--- src/hdl/ils_pkg.sv ---
// Shared types and codes for the indexed list store.
// Operation and status codes, default sizes and the per-cell control bundle.
// No dependencies.
`timescale 1ns / 1ps

package ils_pkg;

	localparam int CAPACITY_DEF    = 64;
	localparam int VALUE_WIDTH_DEF = 32;
	localparam int FUNC_W          = 3;
	localparam int STATUS_W        = 3;

	localparam logic [FUNC_W-1:0] FN_INSERT   = 3'd0;
	localparam logic [FUNC_W-1:0] FN_APPEND   = 3'd1;
	localparam logic [FUNC_W-1:0] FN_DELETE   = 3'd2;
	localparam logic [FUNC_W-1:0] FN_DEL_LAST = 3'd3;
	localparam logic [FUNC_W-1:0] FN_READ     = 3'd4;
	localparam logic [FUNC_W-1:0] FN_FIND     = 3'd5;

	localparam logic [STATUS_W-1:0] ST_OK        = 3'd0;
	localparam logic [STATUS_W-1:0] ST_BAD_INDEX = 3'd1;
	localparam logic [STATUS_W-1:0] ST_ZERO      = 3'd2;
	localparam logic [STATUS_W-1:0] ST_FULL      = 3'd3;
	localparam logic [STATUS_W-1:0] ST_MISS      = 3'd4;

	typedef struct packed {
		logic ins;
		logic del;
		logic sel;
		logic find;
	} cell_ctl_t;

endpackage

--- src/hdl/ils_ctrl.sv ---
// Sequencer of the list: command latch, range checks, carry walk timing,
// entry count and result registers. Depends on ils_pkg.
`timescale 1ns / 1ps

module ils_ctrl #(
	parameter int CAPACITY    = ils_pkg::CAPACITY_DEF,
	parameter int VALUE_WIDTH = ils_pkg::VALUE_WIDTH_DEF,
	localparam int POS_W      = (CAPACITY > 1) ? $clog2(CAPACITY) : 1,
	localparam int CNT_W      = $clog2(CAPACITY + 1)
) (
	input  logic                         clk,
	input  logic                         arst_n,
	input  logic                         start,
	output logic                         busy,
	input  logic [ils_pkg::FUNC_W-1:0]   func,
	input  logic [POS_W-1:0]             list_index,
	input  logic [VALUE_WIDTH-1:0]       item_value,
	output logic                         done,
	output logic [ils_pkg::STATUS_W-1:0] status,
	output logic [VALUE_WIDTH-1:0]       data_out,
	output logic [POS_W-1:0]             found_position,
	output logic [CNT_W-1:0]             entry_count,
	output logic                         is_empty,
	output ils_pkg::cell_ctl_t           cell_ctl,
	output logic [CNT_W-1:0]             eff_idx,
	output logic [VALUE_WIDTH-1:0]       key,
	output logic [CNT_W-1:0]             count,
	input  logic                         tail_hit,
	input  logic [VALUE_WIDTH-1:0]       tail_data,
	input  logic [POS_W-1:0]             tail_pos
);

	localparam logic [1:0] S_IDLE = 2'd0;
	localparam logic [1:0] S_EXEC = 2'd1;
	localparam logic [1:0] S_WALK = 2'd2;
	localparam logic [1:0] S_FIN  = 2'd3;

	logic [1:0]                   state_q;
	logic [ils_pkg::FUNC_W-1:0]   op_q;
	logic [POS_W-1:0]             idx_q;
	logic [VALUE_WIDTH-1:0]       val_q;
	logic [CNT_W-1:0]             count_q;
	logic [POS_W-1:0]             walk_q;
	logic                         done_q;
	logic [ils_pkg::STATUS_W-1:0] status_q;
	logic [VALUE_WIDTH-1:0]       data_q;
	logic [POS_W-1:0]             pos_q;

	logic is_full;
	logic idx_over;
	logic idx_out;
	logic is_add;
	logic is_del;
	logic ins_ok;

	always_comb begin
		unique case (op_q)
			ils_pkg::FN_APPEND:   eff_idx = count_q;
			ils_pkg::FN_DEL_LAST: eff_idx = count_q - CNT_W'(1);
			default:              eff_idx = CNT_W'(idx_q);
		endcase
	end

	assign is_full  = (count_q == CNT_W'(CAPACITY));
	assign idx_over = (eff_idx > count_q);
	assign idx_out  = (eff_idx >= count_q);
	assign is_add   = (op_q == ils_pkg::FN_INSERT) || (op_q == ils_pkg::FN_APPEND);
	assign is_del   = (op_q == ils_pkg::FN_DELETE) || (op_q == ils_pkg::FN_DEL_LAST);
	assign ins_ok   = is_add && (val_q != '0) && !idx_over && !is_full;

	assign cell_ctl.ins  = (state_q == S_EXEC) && ins_ok;
	assign cell_ctl.del  = (state_q == S_FIN) && is_del;
	assign cell_ctl.sel  = is_del || (op_q == ils_pkg::FN_READ);
	assign cell_ctl.find = (op_q == ils_pkg::FN_FIND);

	always_ff @(posedge clk or negedge arst_n) begin
		if (!arst_n) begin
			state_q <= S_IDLE;
			count_q <= '0;
			walk_q  <= '0;
			done_q  <= 1'b0;
		end else begin
			done_q <= 1'b0;
			unique case (state_q)
				S_IDLE: begin
					if (start) begin
						state_q <= S_EXEC;
					end
				end
				S_EXEC: begin
					walk_q <= '0;
					unique case (op_q)
						ils_pkg::FN_INSERT, ils_pkg::FN_APPEND: begin
							done_q  <= 1'b1;
							state_q <= S_IDLE;
							if (ins_ok) begin
								count_q <= count_q + CNT_W'(1);
							end
						end
						ils_pkg::FN_DELETE, ils_pkg::FN_READ: begin
							if (idx_out) begin
								done_q  <= 1'b1;
								state_q <= S_IDLE;
							end else begin
								state_q <= S_WALK;
							end
						end
						ils_pkg::FN_DEL_LAST: begin
							if (count_q == '0) begin
								done_q  <= 1'b1;
								state_q <= S_IDLE;
							end else begin
								state_q <= S_WALK;
							end
						end
						ils_pkg::FN_FIND: begin
							state_q <= S_WALK;
						end
						default: begin
							done_q  <= 1'b1;
							state_q <= S_IDLE;
						end
					endcase
				end
				S_WALK: begin
					if (walk_q == POS_W'(CAPACITY - 1)) begin
						state_q <= S_FIN;
					end else begin
						walk_q <= walk_q + POS_W'(1);
					end
				end
				S_FIN: begin
					done_q  <= 1'b1;
					state_q <= S_IDLE;
					if (is_del) begin
						count_q <= count_q - CNT_W'(1);
					end
				end
			endcase
		end
	end

	always_ff @(posedge clk) begin
		if ((state_q == S_IDLE) && start) begin
			op_q  <= func;
			idx_q <= list_index;
			val_q <= item_value;
		end
		if (state_q == S_EXEC) begin
			data_q   <= '0;
			pos_q    <= '0;
			status_q <= ils_pkg::ST_OK;
			unique case (op_q)
				ils_pkg::FN_INSERT, ils_pkg::FN_APPEND: begin
					if (val_q == '0) begin
						status_q <= ils_pkg::ST_ZERO;
					end else if (idx_over) begin
						status_q <= ils_pkg::ST_BAD_INDEX;
					end else if (is_full) begin
						status_q <= ils_pkg::ST_FULL;
					end
				end
				ils_pkg::FN_DELETE, ils_pkg::FN_READ: begin
					if (idx_out) begin
						status_q <= ils_pkg::ST_BAD_INDEX;
					end
				end
				ils_pkg::FN_DEL_LAST: begin
					if (count_q == '0) begin
						status_q <= ils_pkg::ST_MISS;
					end
				end
				default: begin
				end
			endcase
		end
		if (state_q == S_FIN) begin
			if (op_q == ils_pkg::FN_FIND) begin
				if (tail_hit) begin
					pos_q <= tail_pos;
				end else begin
					status_q <= ils_pkg::ST_MISS;
				end
			end else begin
				data_q <= tail_data;
			end
		end
	end

	assign busy           = (state_q != S_IDLE);
	assign done           = done_q;
	assign status         = status_q;
	assign data_out       = data_q;
	assign found_position = pos_q;
	assign entry_count    = count_q;
	assign is_empty       = (count_q == '0);
	assign key            = val_q;
	assign count          = count_q;

`ifndef ASSERT_OFF
	a_accept_busy: assert property (@(posedge clk) disable iff (!arst_n)
		(start && !busy) |=> busy)
		else $error("accepted item did not raise busy");

	a_done_idle: assert property (@(posedge clk) disable iff (!arst_n)
		done |-> !busy)
		else $error("result strobe while still busy");

	a_ins_room: assert property (@(posedge clk) disable iff (!arst_n)
		cell_ctl.ins |-> (count_q != CNT_W'(CAPACITY)))
		else $error("insert shift into a full list");

	a_del_held: assert property (@(posedge clk) disable iff (!arst_n)
		cell_ctl.del |-> (count_q != '0))
		else $error("delete shift from an empty list");
`endif

endmodule

--- config.mk ---
export PLATFORM = sky130hd
export DESIGN_NAME = ils_ctrl
export DESIGN_NICKNAME = d
export VERILOG_FILES = /design/src/hdl/ils_pkg.sv /design/src/hdl/ils_ctrl.sv
export SDC_FILE = /design/constraint.sdc
export NUM_CORES = 1
export LEC_CHECK = 0
export BUFFER_PORTS_ARGS = -buffer_cell sky130_fd_sc_hd__buf_2
export CORE_MARGIN = 2
export CORE_UTILIZATION = 28
export CTS_CLUSTER_SIZE = 8
export DETAILED_ROUTE_END_ITERATION = 16
export SLEW_MARGIN = 20
export SYNTH_ARGS = -nofsm -noshare
export SYNTH_HDL_FRONTEND = slang
export SYNTH_SLANG_ARGS = --single-unit
--- constraint.sdc ---
create_clock -name clk -period 3.3 [get_ports clk]
set_input_delay 0.66 -clock clk [delete_from_list [all_inputs] [get_ports clk]]
set_output_delay 0.66 -clock clk [all_outputs]
set_load 0.02 [all_outputs]
# Word level (Yosys, flattened, before mapping)
# Index checks and enable logic that the tools add are counted.
[totals] register_bits=98 elab_cells=89 output_inout_bits=101 input_bits=83
[classes] n_mux=34 add_sub_neg=3 n_lt_le_gt_ge=2 reduce_logical=24 eq_ne=16
[ops] op="32-bit two-way mux" count=3
[ops] op="32-bit logical NOT" count=1
[ops] op="32-bit nonzero test" count=1
[ops] op="6-bit two-way mux" count=5
[ops] op="7-bit one-hot mux with 2 select lines" count=2
[ops] op="7-bit two-way mux" count=3
[ops] op="3-bit two-way mux" count=5
[ops] op="2-bit two-way mux" count=7
[ops] op="6-bit one-hot mux with 2 select lines" count=1
[ops] op="2-bit inequality test, second input constant" count=5
[ops] op="3-bit one-hot mux with 3 select lines" count=1
[ops] op="2-bit one-hot mux with 4 select lines" count=1
[ops] op="7-bit by 1-bit adder with 7-bit output, second input constant" count=1
[ops] op="7-bit == test, second input constant" count=1
[ops] op="7-bit greater-or-equal comparator" count=1
[ops] op="7-bit greater-than comparator" count=1
[ops] op="7-bit logical NOT" count=1
[ops] op="7-bit by 1-bit subtractor with 7-bit output, second input constant" count=1
[ops] op="6-bit by 1-bit adder with 6-bit output, second input constant" count=1
[ops] op="3-bit by 2-bit == test with 1-bit output, second input constant" count=2
[ops] op="3-bit == test, second input constant" count=2
[ops] op="6-bit == test, second input constant" count=1
[ops] op="1-bit logical AND" count=6
[ops] op="2-bit one-hot mux with 3 select lines" count=1
[ops] op="other kinds (15)" count=25

# Longest topological paths before layout
[depth] ltp_word=10 mapped_depth=13 mapped_depth_nobuf=13

# Worst setup path after synthesis
# OpenSTA, ideal clock, no wires.
[synth_path] kind="register to output" from="register count_q[0], in the netlist count[0]" to="output port cell_ctl[3] (netlist bit)" required_ns=2.640 setup_slack_ns=-0.252 path_stages_with_launch=13 arrival_ns=2.892 path_buffers=0 path_cell_list="dfrtp_1 > inv_1 > ha_1 > nand2_1 > nor2_1 > xnor2_1 > o21ai_0 > ha_1 > a21oi_1 > o21ai_1 > o22ai_2 > nand2_4 > inv_4"
[synth_lines] element="start: declaration" line_no="ils_ctrl.sv:42" rtl="logic [CNT_W-1:0] count_q;"
[synth_lines] element="start signal: assignment" line_no="ils_ctrl.sv:97" rtl="count_q <= count_q + CNT_W'(1);"
[synth_lines] element="start signal: assignment" line_no="ils_ctrl.sv:136" rtl="count_q <= count_q - CNT_W'(1);"
[synth_lines] element="end: declaration" line_no="ils_ctrl.sv:24" rtl="output ils_pkg::cell_ctl_t cell_ctl,"

==> impl_metrics.toml <==
[place]
gp_congestion = 0.8867
numPortBuffers = 183
hpwl_mm = 8.936
dp_slack_ns = 0.1790

[min_path]
hold_class = "primary input to async pin"

[layout]
nets = 721
layout-drive-gt1-share = 0.4206
syn_to_final_growth_pct = 38.28
regArea_um2 = 2456
fillers = 1491
multi_input_area_um2 = 1807
diodes = 0
fin_util = 0.3972

[clock_tree]
cts_buffer_depth = 2
cts_sinks = 98
clk_pin_slew_ns = 0.07
htreeDepth = 3
cts_tree = "built"
cts_buffers = 9
cts_root_buf = "clkbuf_16"
clk_latency_ns = 0.34

[logic_synthesis]
syn_nets = 530
ys.flop_type = "edfxtp_1"
postSynthAreaPerCell_um2 = 10.10
synth_seq_area_share = 0.5595
synth_top_cell_by_area = "edfxtp_1"
netlist_area_um2 = 4383
ys_async_sr_fraction = 0.1633
synthCells = 434
yosys_register_bits = 98
synth_area_leaders = "edfxtp_1 28%, dfxtp_1 19%, dfrtp_1 9.1%"
synth_edf_count = 41
netlist.area_leader.share = 0.2809
synth.distinct_cells = 55
yosys_warnings = 0

[global_routing]
grt_max_degree = 65
grt_usage = 0.1433
grt_pass1_wl_mm = 18.62
first_global_vias = 3817
antenna_found_initial = 2
grt_overflow_total = 0

[routing]
wl_per_cell_um = 14.25
drc = 0
vias = 3854
viasPerCell = 4.583
totalWireLength_mm = 11.99
drtIter0Drc = 181
dr.pass1.iters = 4
ant_nets = 0

[critical_path]
ff2ff_path_depth = 13
worstReg2RegStart = "count[1]"
critPathCaptureType = "primary output"
r2r_slack_ns = 0.56
cp.required_ns = 2.64
setup.worst_path.start_class = "flop"
crit_arrival_ns = 2.63
reg2reg_to = "done"
critPathLaunch = "count[1]"
cp-endpoint = "cell_ctl[3]"
crit_fanout = 5
crit_type = "flop to primary output"

[floorplan]
rows = 45
die_h_um = 129.1
dieWidth_um = 129.1
die_area_um2 = 16670
start_util = 0.2872
num_io_pins = 184
coreArea_um2 = 15260

[timing]
fin_crit_sh = 0.9974
setup_ws_ns = 0.008633
tightestPinTransition_ns = 0.8798
whs_ns = 0.2281
clock.fmax_mhz = 303.8
setup_viol_count_final = 0
slew_headroom = 0.4135
rsz0062_at_grt = "yes"
finalMaxSlewViolations = 0
hold_viol_final = 0
final.setup_skew_ns = 0.008343
fin_crit_ns = 3.291

[pwr]
peakVddDrop_v = 0.0003187
p_total_w = 0.004840
p_per_area_nw_per_um2 = 798.6
p_leak_nw = 2.671

[status]
status = "complete, no violations"

[flow_run]
cap_violations = 0
[repair_timing]
action,in CTS,in global routing
gates cloned,0,0
hold buffers,0,0
resized for setup,19,9
setup buffers,7,8
endpoints found under the hold margin,0,0
setup endpoints to repair,1,1
pin swaps,6,5
[how the worst min path moves through the flow]
stage / start / end / slack (ns)
4_1_cts: arst_n / done / 0.23
2_1_floorplan: arst_n / async pin / 0.36
3_5_place_dp: data_out[2] / data_out[2] / 0.45
3_3_place_gp: data_out[26] / data_out[26] / 0.44
5_1_grt: arst_n / state_q[0] / 0.24
6_report: arst_n / state_q[0] / 0.23
[per-layer routing]
layer	track usage	routed length (um)
met4	0.06266	324
met5	0	13
met1	0.1768	5100
met2	0.2276	5679
met3	0.04996	868
[cell type report]
class / instances / area share
Inverter: 22 / 0.01590
Sequential cell: 98 / 0.4052
Multi-Input combinational cell: 287 / 0.2981
Clock buffer: 13 / 0.04831
Tap cell: 211 / 0.04356
Timing Repair Buffer: 207 / 0.1819
Clock inverter: 3 / 0.007019
[stage by stage]
stage / setup TNS [ns] / area (um^2) / instances
2_1_floorplan: 0 / 4389 / 434
3_3_place_gp: 0 / 5495 / 810
3_5_place_dp: 0 / 5495 / 810
4_1_cts: 0 / 5963 / 833
5_1_grt: -0.1150 / 6061 / 841
6_report: 0 / 6061 / 841
[sequential cells by signal, summed over array words and instances, names as in the netlist, named ones only]
register and cells:
found_position 6, done 1, data_out 32, op_q 3
state_q 1, status 3, walk_q 6, key 32
idx_q 6, count 7
[worst max-delay path, cell delays in order (launching register included)]
cell	delay, ns
dfrtp_2	0.46
inv_4	0.09
ha_2	0.20
nand2_2	0.08
nor2_2	0.13
xnor2_2	0.13
o21ai_2	0.11
ha_4	0.30
nand4_1	0.19
a21oi_2	0.20
o22ai_2	0.12
nand2_4	0.10
inv_6	0.04
buf_6	0.12
[layout by cell type (no fill, tap or decap), types with 4 or more instances in the layout]
cell and count:
edfxtp_1 41, nand3_1 12, and3_1 5, inv_1 17, dfxtp_1 41, buf_4 24, a21oi_1 7, o311ai_2 4
dfrtp_1 13, xnor2_1 6, o21ai_0 44, ha_1 10, buf_2 182, nand2_1 90, clkbuf_16 11, mux2i_1 4
nor3_1 5, nor4_2 4, nor4_1 4, nor2_1 14, nand4_1 10, o21ai_1 6
[cells in the mapped netlist (all sizes together) (2+ instances only)]
cell	count
a211o	3
o221ai	2
a21oi	12
nor2	17
ha	13
and2	3
clkbuf	10
nor4	9
nand2	93
edfxtp	41
dfrtp	16
and3	5
buf	17
nor3	6
a31oi	3
o21ai	52
nor2b	4
nand2b	4
nand4	10
inv	22
o311ai	5
xnor2	8
dfxtp	41
mux2i	4
nand3	12
or2	3
a21boi	2
o31ai	2
[cell families after synthesis]
logic type / synth area share
AOI/OAI and AO/OA: 0.1379
xor gates and xnor gates: 0.01799
adders and majority gates: 0.03711
buffers and inverters: 0.05567
DFF: 0.5595
muxes: 0.01170
and+or+nand+nor: 0.1801
[power by group]
part           switching [W]  internal, W
clock               0.000462     0.000700
combinational        0.00120     0.000690
sequential          0.000192      0.00160
No activity file was read; power rests on OpenSTA's default activity.
