`src/hdl/ils_pkg.sv`:
```
// Shared types and codes for the indexed list store.
// Operation and status codes, default sizes and the per-cell control bundle.
// No dependencies.
`timescale 1ns / 1ps

package ils_pkg;

	localparam int CAPACITY_DEF    = 64;
	localparam int VALUE_WIDTH_DEF = 32;
	localparam int FUNC_W          = 3;
	localparam int STATUS_W        = 3;

	localparam logic [FUNC_W-1:0] FN_INSERT   = 3'd0;
	localparam logic [FUNC_W-1:0] FN_APPEND   = 3'd1;
	localparam logic [FUNC_W-1:0] FN_DELETE   = 3'd2;
	localparam logic [FUNC_W-1:0] FN_DEL_LAST = 3'd3;
	localparam logic [FUNC_W-1:0] FN_READ     = 3'd4;
	localparam logic [FUNC_W-1:0] FN_FIND     = 3'd5;

	localparam logic [STATUS_W-1:0] ST_OK        = 3'd0;
	localparam logic [STATUS_W-1:0] ST_BAD_INDEX = 3'd1;
	localparam logic [STATUS_W-1:0] ST_ZERO      = 3'd2;
	localparam logic [STATUS_W-1:0] ST_FULL      = 3'd3;
	localparam logic [STATUS_W-1:0] ST_MISS      = 3'd4;

	typedef struct packed {
		logic ins;
		logic del;
		logic sel;
		logic find;
	} cell_ctl_t;

endpackage

```
`src/hdl/ils_cell.sv`:
```
// One storage cell of the list: holds a single entry and one stage of the
// search carry. Depends on ils_pkg for the control bundle.
`timescale 1ns / 1ps

module ils_cell #(
	parameter int CAPACITY    = ils_pkg::CAPACITY_DEF,
	parameter int VALUE_WIDTH = ils_pkg::VALUE_WIDTH_DEF,
	parameter int POS         = 0,
	localparam int POS_W      = (CAPACITY > 1) ? $clog2(CAPACITY) : 1,
	localparam int CNT_W      = $clog2(CAPACITY + 1)
) (
	input  logic                   clk,
	input  logic                   arst_n,
	input  ils_pkg::cell_ctl_t     ctl,
	input  logic [CNT_W-1:0]       eff_idx,
	input  logic [VALUE_WIDTH-1:0] key,
	input  logic [CNT_W-1:0]       count,
	input  logic [VALUE_WIDTH-1:0] left_value,
	input  logic [VALUE_WIDTH-1:0] right_value,
	output logic [VALUE_WIDTH-1:0] value,
	input  logic                   hit_in,
	input  logic [VALUE_WIDTH-1:0] data_in,
	input  logic [POS_W-1:0]       pos_in,
	output logic                   hit_out,
	output logic [VALUE_WIDTH-1:0] data_out,
	output logic [POS_W-1:0]       pos_out
);

	localparam logic [CNT_W-1:0] MY_POS = CNT_W'(POS);

	logic [VALUE_WIDTH-1:0] entry_q;
	logic                   hit_q;
	logic [VALUE_WIDTH-1:0] data_q;
	logic [POS_W-1:0]       pos_q;
	logic                   match;

	assign match = (ctl.sel && (MY_POS == eff_idx)) ||
		(ctl.find && (MY_POS < count) && (entry_q == key));

	always_ff @(posedge clk) begin
		if (ctl.ins) begin
			if (MY_POS > eff_idx) begin
				entry_q <= left_value;
			end else if (MY_POS == eff_idx) begin
				entry_q <= key;
			end
		end else if (ctl.del && (MY_POS >= eff_idx)) begin
			entry_q <= right_value;
		end
	end

	always_ff @(posedge clk or negedge arst_n) begin
		if (!arst_n) begin
			hit_q <= 1'b0;
		end else begin
			hit_q <= hit_in || match;
		end
	end

	always_ff @(posedge clk) begin
		if (hit_in) begin
			data_q <= data_in;
			pos_q  <= pos_in;
		end else begin
			data_q <= entry_q;
			pos_q  <= POS_W'(POS);
		end
	end

	assign value    = entry_q;
	assign hit_out  = hit_q;
	assign data_out = data_q;
	assign pos_out  = pos_q;

endmodule

```
`config.mk`:
```
export PLATFORM = sky130hd
export DESIGN_NAME = ils_cell
export DESIGN_NICKNAME = d
export VERILOG_FILES = /design/src/hdl/ils_pkg.sv /design/src/hdl/ils_cell.sv
export SDC_FILE = /design/constraint.sdc
export NUM_CORES = 1
export LEC_CHECK = 0
export BUFFER_PORTS_ARGS = -buffer_cell sky130_fd_sc_hd__buf_2
export CELL_PAD_IN_SITES_DETAIL_PLACEMENT = 0
export CELL_PAD_IN_SITES_GLOBAL_PLACEMENT = 1
export CORE_MARGIN = 2
export CORE_UTILIZATION = 29
export DETAILED_ROUTE_END_ITERATION = 10
export PLACE_DENSITY_LB_ADDON = 0.05
export SLEW_MARGIN = 20
export SYNTH_ARGS = -nofsm -noshare
export SYNTH_HDL_FRONTEND = slang
export SYNTH_SLANG_ARGS = --single-unit
```
`constraint.sdc`:
```
create_clock -name clk -period 1.6 [get_ports clk]
set_input_delay 0.4 -clock clk [delete_from_list [all_inputs] [get_ports clk]]
set_output_delay 0.4 -clock clk [all_outputs]
set_load 0.01 [all_outputs]
```
# Yosys cells after proc, flatten, opt, wreduce, memory -nomap -nowiden
# Cells that the tools add are included.
classes:
  n_addsub: 0
  multipliers: 0
  div_mod_pow: 0
  order_cmp: 3
  eq_ne: 2
  n_shift: 0
  muxes: 5
  n_bitwise: 0
  n_reduce_logical: 9
ops:
  columns: ["operator", "count"]
  rows:
  - ["32-bit two-way mux", 5]
  - ["32-bit equality test", 1]
  - ["1-bit by 7-bit >= comparator with 1-bit output, first input constant", 1]
  - ["1-bit by 7-bit > comparator with 1-bit output, first input constant", 1]
  - ["7-bit logical NOT", 1]
  - ["1-bit by 7-bit less-than comparator with 1-bit output, first input constant", 1]
  - ["1-bit logical AND", 4]
  - ["3-bit by 1-bit inequality test with 1-bit output, second input constant", 1]
  - ["1-bit logical OR", 2]
  - ["2-bit AND reduction", 1]
  - ["2-bit nonzero test", 1]
totals:
  ff_bits: 71
  latchBits: 0
  ramBits: 0
  mem_bits_ro: 0
  output_inout_bits: 71
  word_cells: 23
  mem_count: 0

# Logic depth before layout (Yosys ltp)
# Gate-level depths: netlist (run 1).
logic_depth:
  word_depth: 5
  ltp_mapped: 5
  depth_no_buf: 5

# Worst setup path before layout (run 1)
# OpenSTA, ideal clock, no wires.
synth_path:
  path_kind: "input -> register"
  from: "in eff_idx[2]"
  to: "reg entry_q[0] (netlist: value[0]), enable pin"
  arrival_time_ps: 1907
  required_ps: 1209
  setup_slack_ps: -698
  cell_stages: 3
  path_cell_list: "or4_4 > nor4_4 > o21a_1"
synth_via:
  elab_chain_len: 4
  word_cells_on_any_way: 7
  classes_between: "2 x order compare; 1 x eq/ne; 4 x reduce/logical"
synth_rtl:
  columns: ["item", "line", "text"]
  rows:
  - ["start: declaration", "ils_cell.sv:15", "input logic [CNT_W-1:0] eff_idx,"]
  - ["1-bit by 7-bit >= comparator with 1-bit output", "ils_cell.sv:47", "end else if (ctl.del && (MY_POS >= eff_idx)) begin"]
  - ["1-bit logical AND", "ils_cell.sv:47", null]
  - ["2-bit nonzero test (no source line)", null, null]
  - ["2-bit AND reduction (no source line) *", null, null]
  - ["end signal: assignment", "ils_cell.sv:43", "entry_q <= left_value;"]
  - ["end signal: assignment", "ils_cell.sv:45", "entry_q <= key;"]
  - ["end signal: assignment", "ils_cell.sv:48", "entry_q <= right_value;"]
  - ["end: declaration", "ils_cell.sv:31", "logic [VALUE_WIDTH-1:0] entry_q;"]
# Mark *: on every way between the ends. The rest lies on a longest branch, timed or not.
# A chain may end at the register's enable or synchronous reset.

# Worst setup path after layout (run 1)
layout_path:
  from: "in eff_idx[2]"
  to: "reg entry_q[20] (netlist: value[20]), enable pin"
# The elaborated chain is that of the path after synthesis.

==> results_dict.tcl, run 1 <==
set metrics [dict create \
    mostFrequentLayoutCells "193 x buf_2, 57 x mux2_2, 38 x dfxtp_1" \
    power.leakage_uw 0.00201 \
    ys_seq_area_share_pct 59.0 \
    diodes 0 \
    portBuffers 193 \
    rrSetupSlack_ns 0.14 \
    routed-via-count 2426 \
    use_met1_pct 18.5 \
    maxCapViolations 0 \
    ir_drop_mv 0.457 \
    postLayoutCellArea_um2 4490 \
    viasPerCell 4.34 \
    r2r_start "value[1]$_DFFE_PP_" \
    clk_pin_slew_ns 0.07 \
    synth.avg_cell_area_um2 14.5 \
    p_per_area_nw_per_um2 827 \
    maxSlewViolCount 0 \
    firstDrtPassIters 4 \
    gr-usage-all-layers_pct 15.2 \
    cp.required_ns 1.65 \
    synth_edf_count 32 \
    critPathLaunch "eff_idx[2]" \
    die_area_um2 11000 \
    grt_max_degree 27 \
    cts_tree "done" \
    wl_um 8230 \
    ant_nets 0 \
    die_height_um 105 \
    grt-ovfl-total 0 \
    regArea_um2 1750 \
    placed_area_um2 4230 \
    busiest_layer "met2" \
    multi_input_area_um2 1200 \
    coreArea_um2 9860 \
    setup_violations 0 \
    n_fill_cell 955 \
    synth.distinct_cells 25 \
    ios 226 \
    max_stage_delay_ns 0.53 \
    synth_area_um2 2960 \
    pre_cts_ws_ns -0.309 \
    fin_nets 576 \
    ctsLongestPathBuffers 2 \
    met3_usage_pct 5.49 \
    fmax_ghz 0.647 \
    async_reset_ff_share_pct 1.41 \
    finalSetupTns_ns 0 \
    final_common_cell "buf_2" \
    critPathArrivalTime_ns 1.59 \
    worst_setup_path_start_kind "primary input" \
    fin_crit_ns 1.55 \
    htreeDepth 3 \
    yosys_warnings 0 \
    start_util_pct 30.0 \
    syn_to_final_growth_pct 51.5 \
    crit_type "primary input to register" \
    rr_endpoint "hit_out$_DFF_PN0_" \
    cts-root-buf "clkbuf_8" \
    tightest_slew_ns 0.327 \
    finalWorstSetupSlack_ns 0.0545 \
    core.rowCount 36 \
    finClkSkew_ns 0.00574 \
    path_cells "buf_2, or4_4, nor4_4, o21a_4, buf_12" \
    grt_pass1_wl_um 12900 \
    maxSlewHeadroom_pct 78.0 \
    ys.flop_type "dfxtp_1" \
    critical_path_buf_inv_count 2 \
    post-route-period-util_pct 96.6 \
    hold_viol_final 0 \
    synthCells 204 \
    routabilityCongestion 0.755 \
    grtUsageMet2_pct 24.4 \
    crit_family "simple AND/OR/NAND/NOR gates" \
    avgRoutedWirePerCell_um 14.7 \
    synth-seq-cells 71 \
    worst_r2r_path_depth 6 \
    rsz0062_at_grt "true" \
    syn-num-nets 359 \
    place_hpwl_um 6440 \
    drt_iter0_markers 64 \
    fp.dieW_um 105 \
    endpoint "value[20]$_DFFE_PP_" \
    cp_slowest_cell "or4_4" \
    critical_path_depth 5 \
    hp-start "pos_in[0]" \
    hold_slack_ns 0.269 \
    clkLatencyLatePin_ns 0.34 \
    drcViolationCount 0 \
    cts_made_buffers 9 \
    antenna_found_initial 0 \
    end_kind "register" \
    outcome "complete, no violations" \
    cp_max_fo 15 \
    grt_pass1_vias 2539 \
    drive_above_1_share_pct 67.8 \
    cts_sinks 71 \
    min_path_type "primary input to register" \
]
state kept, by name, indices dropped and copies added, names as in the netlist:
signal	count
value	32
data_out	32
pos_out	6
hit_out	1
routing by layer:
metal	wire (um)	share of wire (%)	up-vias
met3	688	8.4	14
li1	-	-	1183
met5	0	0	-
met1	3450	42	1106
met4	155	1.9	0
met2	3940	48	123
worst reg2reg max path, stage by stage, from the launching register on:
cell	delay, ns
edfxtp_1	0.41
xnor2_1	0.20
nand4_1	0.14
nor4_2	0.26
buf_4	0.16
nand4_1	0.10
o21ai_2	0.13
worst min path at each step:
stage | slack, ns | end | depth (start not counted)
global placement | 0.18 | hit_out$_DFF_PN0_ | 1
CTS | 0.25 | pos_out[1]$_SDFF_PN0_ | 2
finish | 0.27 | pos_out[0]$_SDFF_PN0_ | 2
global route | 0.25 | pos_out[0]$_SDFF_PN0_ | 2
detailed placement | 0.18 | hit_out$_DFF_PN0_ | 1
floorplan | 0.10 | hit_out$_DFF_PN0_ | 0
cell usage after synthesis, types with 2 or more instances:
library cell   n  area share [%]
nor3_1         2            0.34
xor2_1        13             3.8
xnor2_1       16             4.7
dfxtp_1       38              26
nand4_1        5             1.1
edfxtp_1      32              32
o21ai_0        2            0.34
mux2_1         6             2.3
nor4_1         5             1.1
and2_1         6             1.3
nand2_1        2            0.25
buf_2          6             1.0
inv_1          3            0.38
mux2_2        57              22
power by group:
part | total, uW | switching [uW] | internal [uW]
clock | 1250 | 640 | 608
combinational | 493 | 196 | 297
sequential | 1970 | 14.5 | 1960
area by class of cell:
class,count,share of cell area [%]
clock buffers,15,3.48
clock inverters,1,0.111
inverters,3,0.251
multi-input cells,122,26.8
flip-flops and latches,71,38.9
well taps,133,3.71
repair buffers,214,26.8
metrics by stage:
stage / utilization, % / instances / power, uW
after floorplan: - / 204 / 2240
after global placement: 42.9 / 534 / 2500
after detailed placement: 42.9 / 534 / 2510
after CTS: 44.8 / 553 / 3780
after global routing: 45.5 / 559 / 3900
final: 45.5 / 559 / 3710
what timing repair did:
| item | CTS | global route |
|---|---|---|
| setup buffers | 2 | 6 |
| gates resized for setup | 1 | 3 |
| hold endpoints to repair | 1 | 0 |
| cloned | 0 | 0 |
| setup endpoints to repair | 1 | 1 |
| pin swaps | 1 | 5 |
| hold buffers | 1 | 0 |
kinds of logic (layout without fill, tap and decap cells):
family,Yosys count,count (layout),share of synthesized area [%]
AOI/OAI and AO/OA,7,7,1.60
DFF,71,71,59.0
buffers and inverters,11,233,1.69
muxes,63,63,23.9
xor gates and xnor gates,29,29,8.57
and+or+nand+nor,23,23,5.24
No activity file was read; power rests on OpenSTA's default activity.
==> inputs of run 2 (changes only) <==
--- a/config.mk
+++ b/config.mk
@@ -11,8 +11,8 @@
 export CORE_MARGIN = 2
 export CORE_UTILIZATION = 29
 export DETAILED_ROUTE_END_ITERATION = 10
-export PLACE_DENSITY_LB_ADDON = 0.05
-export SLEW_MARGIN = 20
+export MAX_ROUTING_LAYER = met4
+export PLACE_DENSITY_LB_ADDON = 0.1
 export SYNTH_ARGS = -nofsm -noshare
 export SYNTH_HDL_FRONTEND = slang
 export SYNTH_SLANG_ARGS = --single-unit
==> run 2 against run 1 <==
  * Sequential share of layout area rose by 0.35 points
  * Sequential power barely moved
  * Register-to-register slack got worse by 0.08 ns
  * Largest cell class unchanged
  * Total power rose by 6.3%
  * Highest routed layer unchanged
  * Design area fell by 0.89%
  * Critical path type unchanged
  * Fmax fell by 1.2%
==> results_dict.tcl, run 2 (same netlist as run 1, synthesis figures left out) <==
set metrics [dict create \
    outcome "complete, no violations" \
    grtUsageMet2_pct 25.0 \
    grt_pass1_wl_um 12600 \
    cts_tree "done" \
    maxSlewHeadroom_pct 80.0 \
    ir_drop_mv 0.322 \
    stdcell_count 554 \
    fp.dieW_um 105 \
    finalPower_uw 3950 \
    pwr-share-seq_pct 50.0 \
    firstDrtPassIters 4 \
    avgRoutedWirePerCell_um 14.7 \
    min_path_type "primary input to register" \
    drive_above_1_share_pct 67.7 \
    p_comb_share_pct 12.2 \
    viasPerCell 4.36 \
    ctsLongestPathBuffers 2 \
    cellInternalPower_uw 3060 \
    busiest_layer "met2" \
    antenna_found_initial 0 \
    cts_made_buffers 9 \
    start_util_pct 30.0 \
    fin_crit_ns 1.56 \
    setup_violations 0 \
    diodes 0 \
    drt_iter0_markers 41 \
    ant_nets 0 \
    ios 226 \
    use_met1_pct 17.3 \
    routed-via-count 2414 \
    tightest_slew_ns 0.297 \
    end_kind "register" \
    core.rowCount 36 \
    fmax_ghz 0.639 \
    post-route-util_pct 45.1 \
    grt_max_degree 21 \
    mostFrequentLayoutCells "193 x buf_2, 57 x mux2_2, 38 x dfxtp_1" \
    swShare_pct 22.6 \
    maxCapViolations 0 \
    finClkSkew_ns 0.0103 \
    cp.required_ns 1.65 \
    die_area_um2 11000 \
    placed_cells 535 \
    final_common_cell "buf_2" \
    hold_viol_final 0 \
    cp_max_fo 16 \
    rsz0062_at_grt "true" \
    critPathArrivalTime_ns 1.62 \
    power.leakage_uw 0.00198 \
    post-route-period-util_pct 97.8 \
    wl_um 8140 \
    cts_sinks 71 \
    met3_usage_pct 5.30 \
    pwr-share-clk_pct 37.8 \
    worst_setup_path_start_kind "primary input" \
    die_height_um 105 \
    drcViolationCount 0 \
    crit_type "primary input to register" \
    maxSlewViolCount 0 \
    gr-usage-all-layers_pct 15.2 \
    clk_pin_slew_ns 0.08 \
    p_per_area_nw_per_um2 887 \
    hold_slack_ns 0.258 \
    portBuffers 193 \
    cts-root-buf "clkbuf_8" \
    grt_pass1_vias 2543 \
    coreArea_um2 9860 \
    grt-ovfl-total 0 \
    htreeDepth 3 \
    routabilityCongestion 0.717 \
    syn_to_final_growth_pct 50.2 \
    p_sw_uw 891 \
    fin_nets 571 \
    clkLatencyLatePin_ns 0.34 \
]
==> run 2: cell count changes in the layout (fill, tap and decap cells not counted), sizes merged <==
| cell | previous run | this run |
|---|---|---|
| clkinvlp | 0 | 1 |
| buf | 213 | 208 |
| inv | 3 | 4 |
| clkbuf | 15 | 11 |
| clkinv | 1 | 2 |
| bufinv | 0 | 1 |
==> run 2: path summary, 6_finish.rpt <==
check / slack, ns / cells after the start / end / start
max: 0.04 / 5 / value[0]$_DFFE_PP_ / eff_idx[2]
min: 0.26 / 3 / data_out[7]$_DFF_P_ / data_in[7]
max reg2reg: 0.06 / 6 / hit_out$_DFF_PN0_ / value[22]$_DFFE_PP_
min reg2reg: 0.55 / 1 / data_out[5]$_DFF_P_ / value[5]$_DFFE_PP_
max in group asynchronous: 1.14 / 2 / hit_out$_DFF_PN0_ / arst_n
min in group asynchronous: 0.38 / 2 / hit_out$_DFF_PN0_ / arst_n
==> run 2: cell type report <==
class | count | area, um^2
multi-input cells | 122 | 1180
inverters | 3 | 11.3
repair buffers | 209 | 1140
clock inverters | 5 | 53.8
well taps | 133 | 166
fillers | 951 | 5420
clock buffers | 11 | 153
flip-flops and latches | 71 | 1750
==> run 2: worst max-delay path: stages <==
cell    delay [ns]
buf_2         0.10
or4_4         0.53
nor4_4        0.20
o21a_4        0.21
buf_12        0.16
==> run 2: routing by layer <==
metal / part of all wire (%) / vias up / wire [um]
li1: - / 1169 / -
met1: 42 / 1121 / 3410
met2: 48 / 117 / 3940
met3: 8.5 / 7 / 694
met4: 1.3 / 0 / 102
met5: 0 / - / 0
==> run 2: repair_timing <==
item | CTS | global route
hold buffers | 1 | 0
pin swaps | 1 | 5
hold endpoints to repair | 1 | 0
buffers inserted | 2 | 0
gates resized for setup | 1 | 0
endpoints found under the setup margin | 1 | 1
==> run 2: per-stage QoR <==
stage	cell area [um^2]	setup WS [ns]	setup TNS, ns
after detailed placement	4210	-0.325	-10.43
after CTS	4450	0.00484	0
after global routing	4450	-0.0786	-0.0786
final	4450	0.0360	0
after global placement	4210	-0.316	-10.24
after floorplan	2970	-0.213	-6.82
==> run 2: power by group through the flow <==
stage / combinational, uW / clock (uW) / sequential, uW
finish: 483 / 1490 / 1970
global route: 531 / 1640 / 1980
CTS: 491 / 1560 / 1970
detailed placement: 486 / 0 / 2010
global placement: 478 / 0 / 2010
floorplan: 190 / 0 / 2050
==> inputs of run 3 (changes only) <==
--- a/config.mk
+++ b/config.mk
@@ -13,6 +13,7 @@
 export DETAILED_ROUTE_END_ITERATION = 10
 export MAX_ROUTING_LAYER = met4
 export PLACE_DENSITY_LB_ADDON = 0.1
+export SETUP_SLACK_MARGIN = 0.15
 export SYNTH_ARGS = -nofsm -noshare
 export SYNTH_HDL_FRONTEND = slang
 export SYNTH_SLANG_ARGS = --single-unit
==> run 3 against run 2 <==
  * The flow now finishes with violations (setup timing)
  * Via count is 1.1% higher
  * Global-route usage is 0.16 points higher
  * Die area is the same
  * Non-clock buffer count increased by 5
  * Clock skew down 0.0038 ns
  * Critical path depth unchanged
  * Combinational power grew 1%
  * Count of clock-buffer cells in the layout unchanged
  * Largest cell class unchanged
==> results_dict.tcl, run 3 (same netlist as run 1, synthesis figures left out) <==
set metrics [dict create \
    maxSlewHeadroom_pct 78.5 \
    stdcell_count 559 \
    r2r_start "value[6]$_DFFE_PP_" \
    outcome "finished with violations" \
    critPathArrivalTime_ns 1.67 \
    tightest_slew_ns 0.319 \
    min_path_type "primary input to register" \
    htreeDepth 3 \
    swShare_pct 22.6 \
    mostFrequentLayoutCells "185 x buf_2, 57 x mux2_2, 38 x dfxtp_1" \
    end_kind "register" \
    postLayoutCellArea_um2 4610 \
    avgRoutedWirePerCell_um 15.0 \
    cp_slowest_cell "or4_4" \
    pre_cts_ws_ns -0.325 \
    hold_viol_final 0 \
    cts-root-buf "clkbuf_8" \
    core.rowCount 36 \
    clkLatencyLatePin_ns 0.34 \
    power.leakage_uw 0.00204 \
    diodes 0 \
    ios 226 \
    placed_cells 535 \
    cp.required_ns 1.66 \
    cts_made_buffers 9 \
    fin_crit_ns 1.61 \
    post-route-period-util_pct 101 \
    grt_max_degree 21 \
    worst_setup_path_start_kind "primary input" \
    final_common_cell "buf_2" \
    wl_um 8410 \
    grt_pass1_wl_um 12800 \
    path_cells "buf_6, or4_4, nor4_4, o21a_4, clkbuf_16" \
    critical_path_buf_inv_count 2 \
    ir_drop_mv 0.322 \
    cp_max_fo 8 \
    p_sw_uw 892 \
    cts_sinks 71 \
    grt-ovfl-total 0 \
    rrSetupSlack_ns 0.07 \
    max_stage_delay_ns 0.53 \
    p_per_area_nw_per_um2 858 \
    maxCapViolations 0 \
    hold_end "pos_out[2]$_SDFF_PN0_" \
    syn_to_final_growth_pct 55.4 \
    setup_violations 16 \
    fp.dieW_um 105 \
    die_height_um 105 \
    routabilityCongestion 0.717 \
    rsz0062_at_grt "true" \
    antenna_found_initial 0 \
    pwr-share-clk_pct 37.7 \
    drcViolationCount 0 \
    ctsLongestPathBuffers 2 \
    violations "setup timing" \
    p_comb_share_pct 12.4 \
    rr_endpoint "hit_out$_DFF_PN0_" \
    whs_path_depth 2 \
    finClkSkew_ns 0.00651 \
    cts_tree "done" \
    placed_area_um2 4210 \
    firstDrtPassIters 4 \
    crit_type "primary input to register" \
    portBuffers 193 \
    start_util_pct 30.0 \
    gr-usage-all-layers_pct 15.4 \
    n_fill_cell 937 \
    ant_nets 0 \
    coreArea_um2 9860 \
    viasPerCell 4.37 \
    cellInternalPower_uw 3060 \
    worst_r2r_path_depth 6 \
    grt_pass1_vias 2573 \
    hp-start "pos_in[2]" \
    finalWorstSetupSlack_ns -0.00946 \
    drt_iter0_markers 58 \
    routed-via-count 2441 \
    drive_above_1_share_pct 68.3 \
    finalPower_uw 3950 \
    die_area_um2 11000 \
    maxSlewViolCount 0 \
    crit_family "simple AND/OR/NAND/NOR gates" \
    fin_nets 576 \
    pwr-share-seq_pct 49.9 \
    clk_pin_slew_ns 0.08 \
    fmax_ghz 0.621 \
]
run 3: changes by cell type in the layout (fill, tap and decap cells not counted), sizes merged:
cell,delta
buf,+3
clkbuf,+2
run 3: worst max-delay path by stage:
stage,startpoint,to,cells past startpoint
6_report,eff_idx[2],value[5]$_DFFE_PP_,5
5_1_grt,eff_idx[2],value[20]$_DFFE_PP_,5
4_1_cts,value[28]$_DFFE_PP_,hit_out$_DFF_PN0_,6
3_5_place_dp,eff_idx[2],value[18]$_DFFE_PP_,5
3_3_place_gp,eff_idx[2],value[19]$_DFFE_PP_,5
2_1_floorplan,eff_idx[2],value[0]$_DFFE_PP_,3
run 3: timing repair:
action | 4_1_cts | 5_1_grt
cloned | 0 | 2
setup endpoints to repair | 37 | 42
resized for setup | 8 | 9
setup buffers | 4 | 1
hold buffers | 1 | 0
pin swaps | 5 | 1
endpoints found under the hold margin | 1 | 0
run 3: through the flow:
stage	TNS (ns)	hold WS, ns	util (%)
after floorplan	-6.82	0.104	-
after global placement	-10.24	0.177	42.7
after detailed placement	-10.43	0.182	42.7
after CTS	0	0.234	45.6
after global routing	-0.628	0.235	46.7
final	-0.0923	0.259	46.7
run 3: worst reg2reg max path, cell delays in order, from the launching register on:
cell and delay, ns:
edfxtp_1 0.46, xnor2_1 0.19, nand4_1 0.13, nor4_2 0.31
buf_4 0.16, nand4_1 0.10, o21ai_2 0.13
run 3: power groups by stage:
| stage | logic, uW | clock network [uW] | registers [uW] |
|---|---|---|---|
| global placement | 478 | 0 | 2010 |
| detailed placement | 486 | 0 | 2010 |
| finish | 490 | 1490 | 1970 |
| floorplan | 190 | 0 | 2050 |
| CTS | 492 | 1560 | 1970 |
| global route | 539 | 1640 | 1980 |
run 3: area by class of cell:
class / instances / area [um^2] / area share [%]
sequential: 71 / 1750 / 37.9
timing repair buffer: 214 / 1290 / 28.0
multi-input combinational: 122 / 1190 / 25.8
tap: 133 / 166 / 3.61
clock buffer: 11 / 153 / 3.31
clock inverter: 5 / 53.8 / 1.17
inverter: 3 / 11.3 / 0.244
run 3: per-layer routing:
layer / vias to the layer above / track usage [%] / part of all wire, % / routed length (um)
met5: - / - / 0 / 0
met4: 0 / 4.86 / 0.90 / 76
li1: 1178 / - / - / -
met1: 1139 / 17.3 / 42 / 3520
met3: 5 / 5.55 / 9.0 / 755
met2: 119 / 25.5 / 48 / 4060
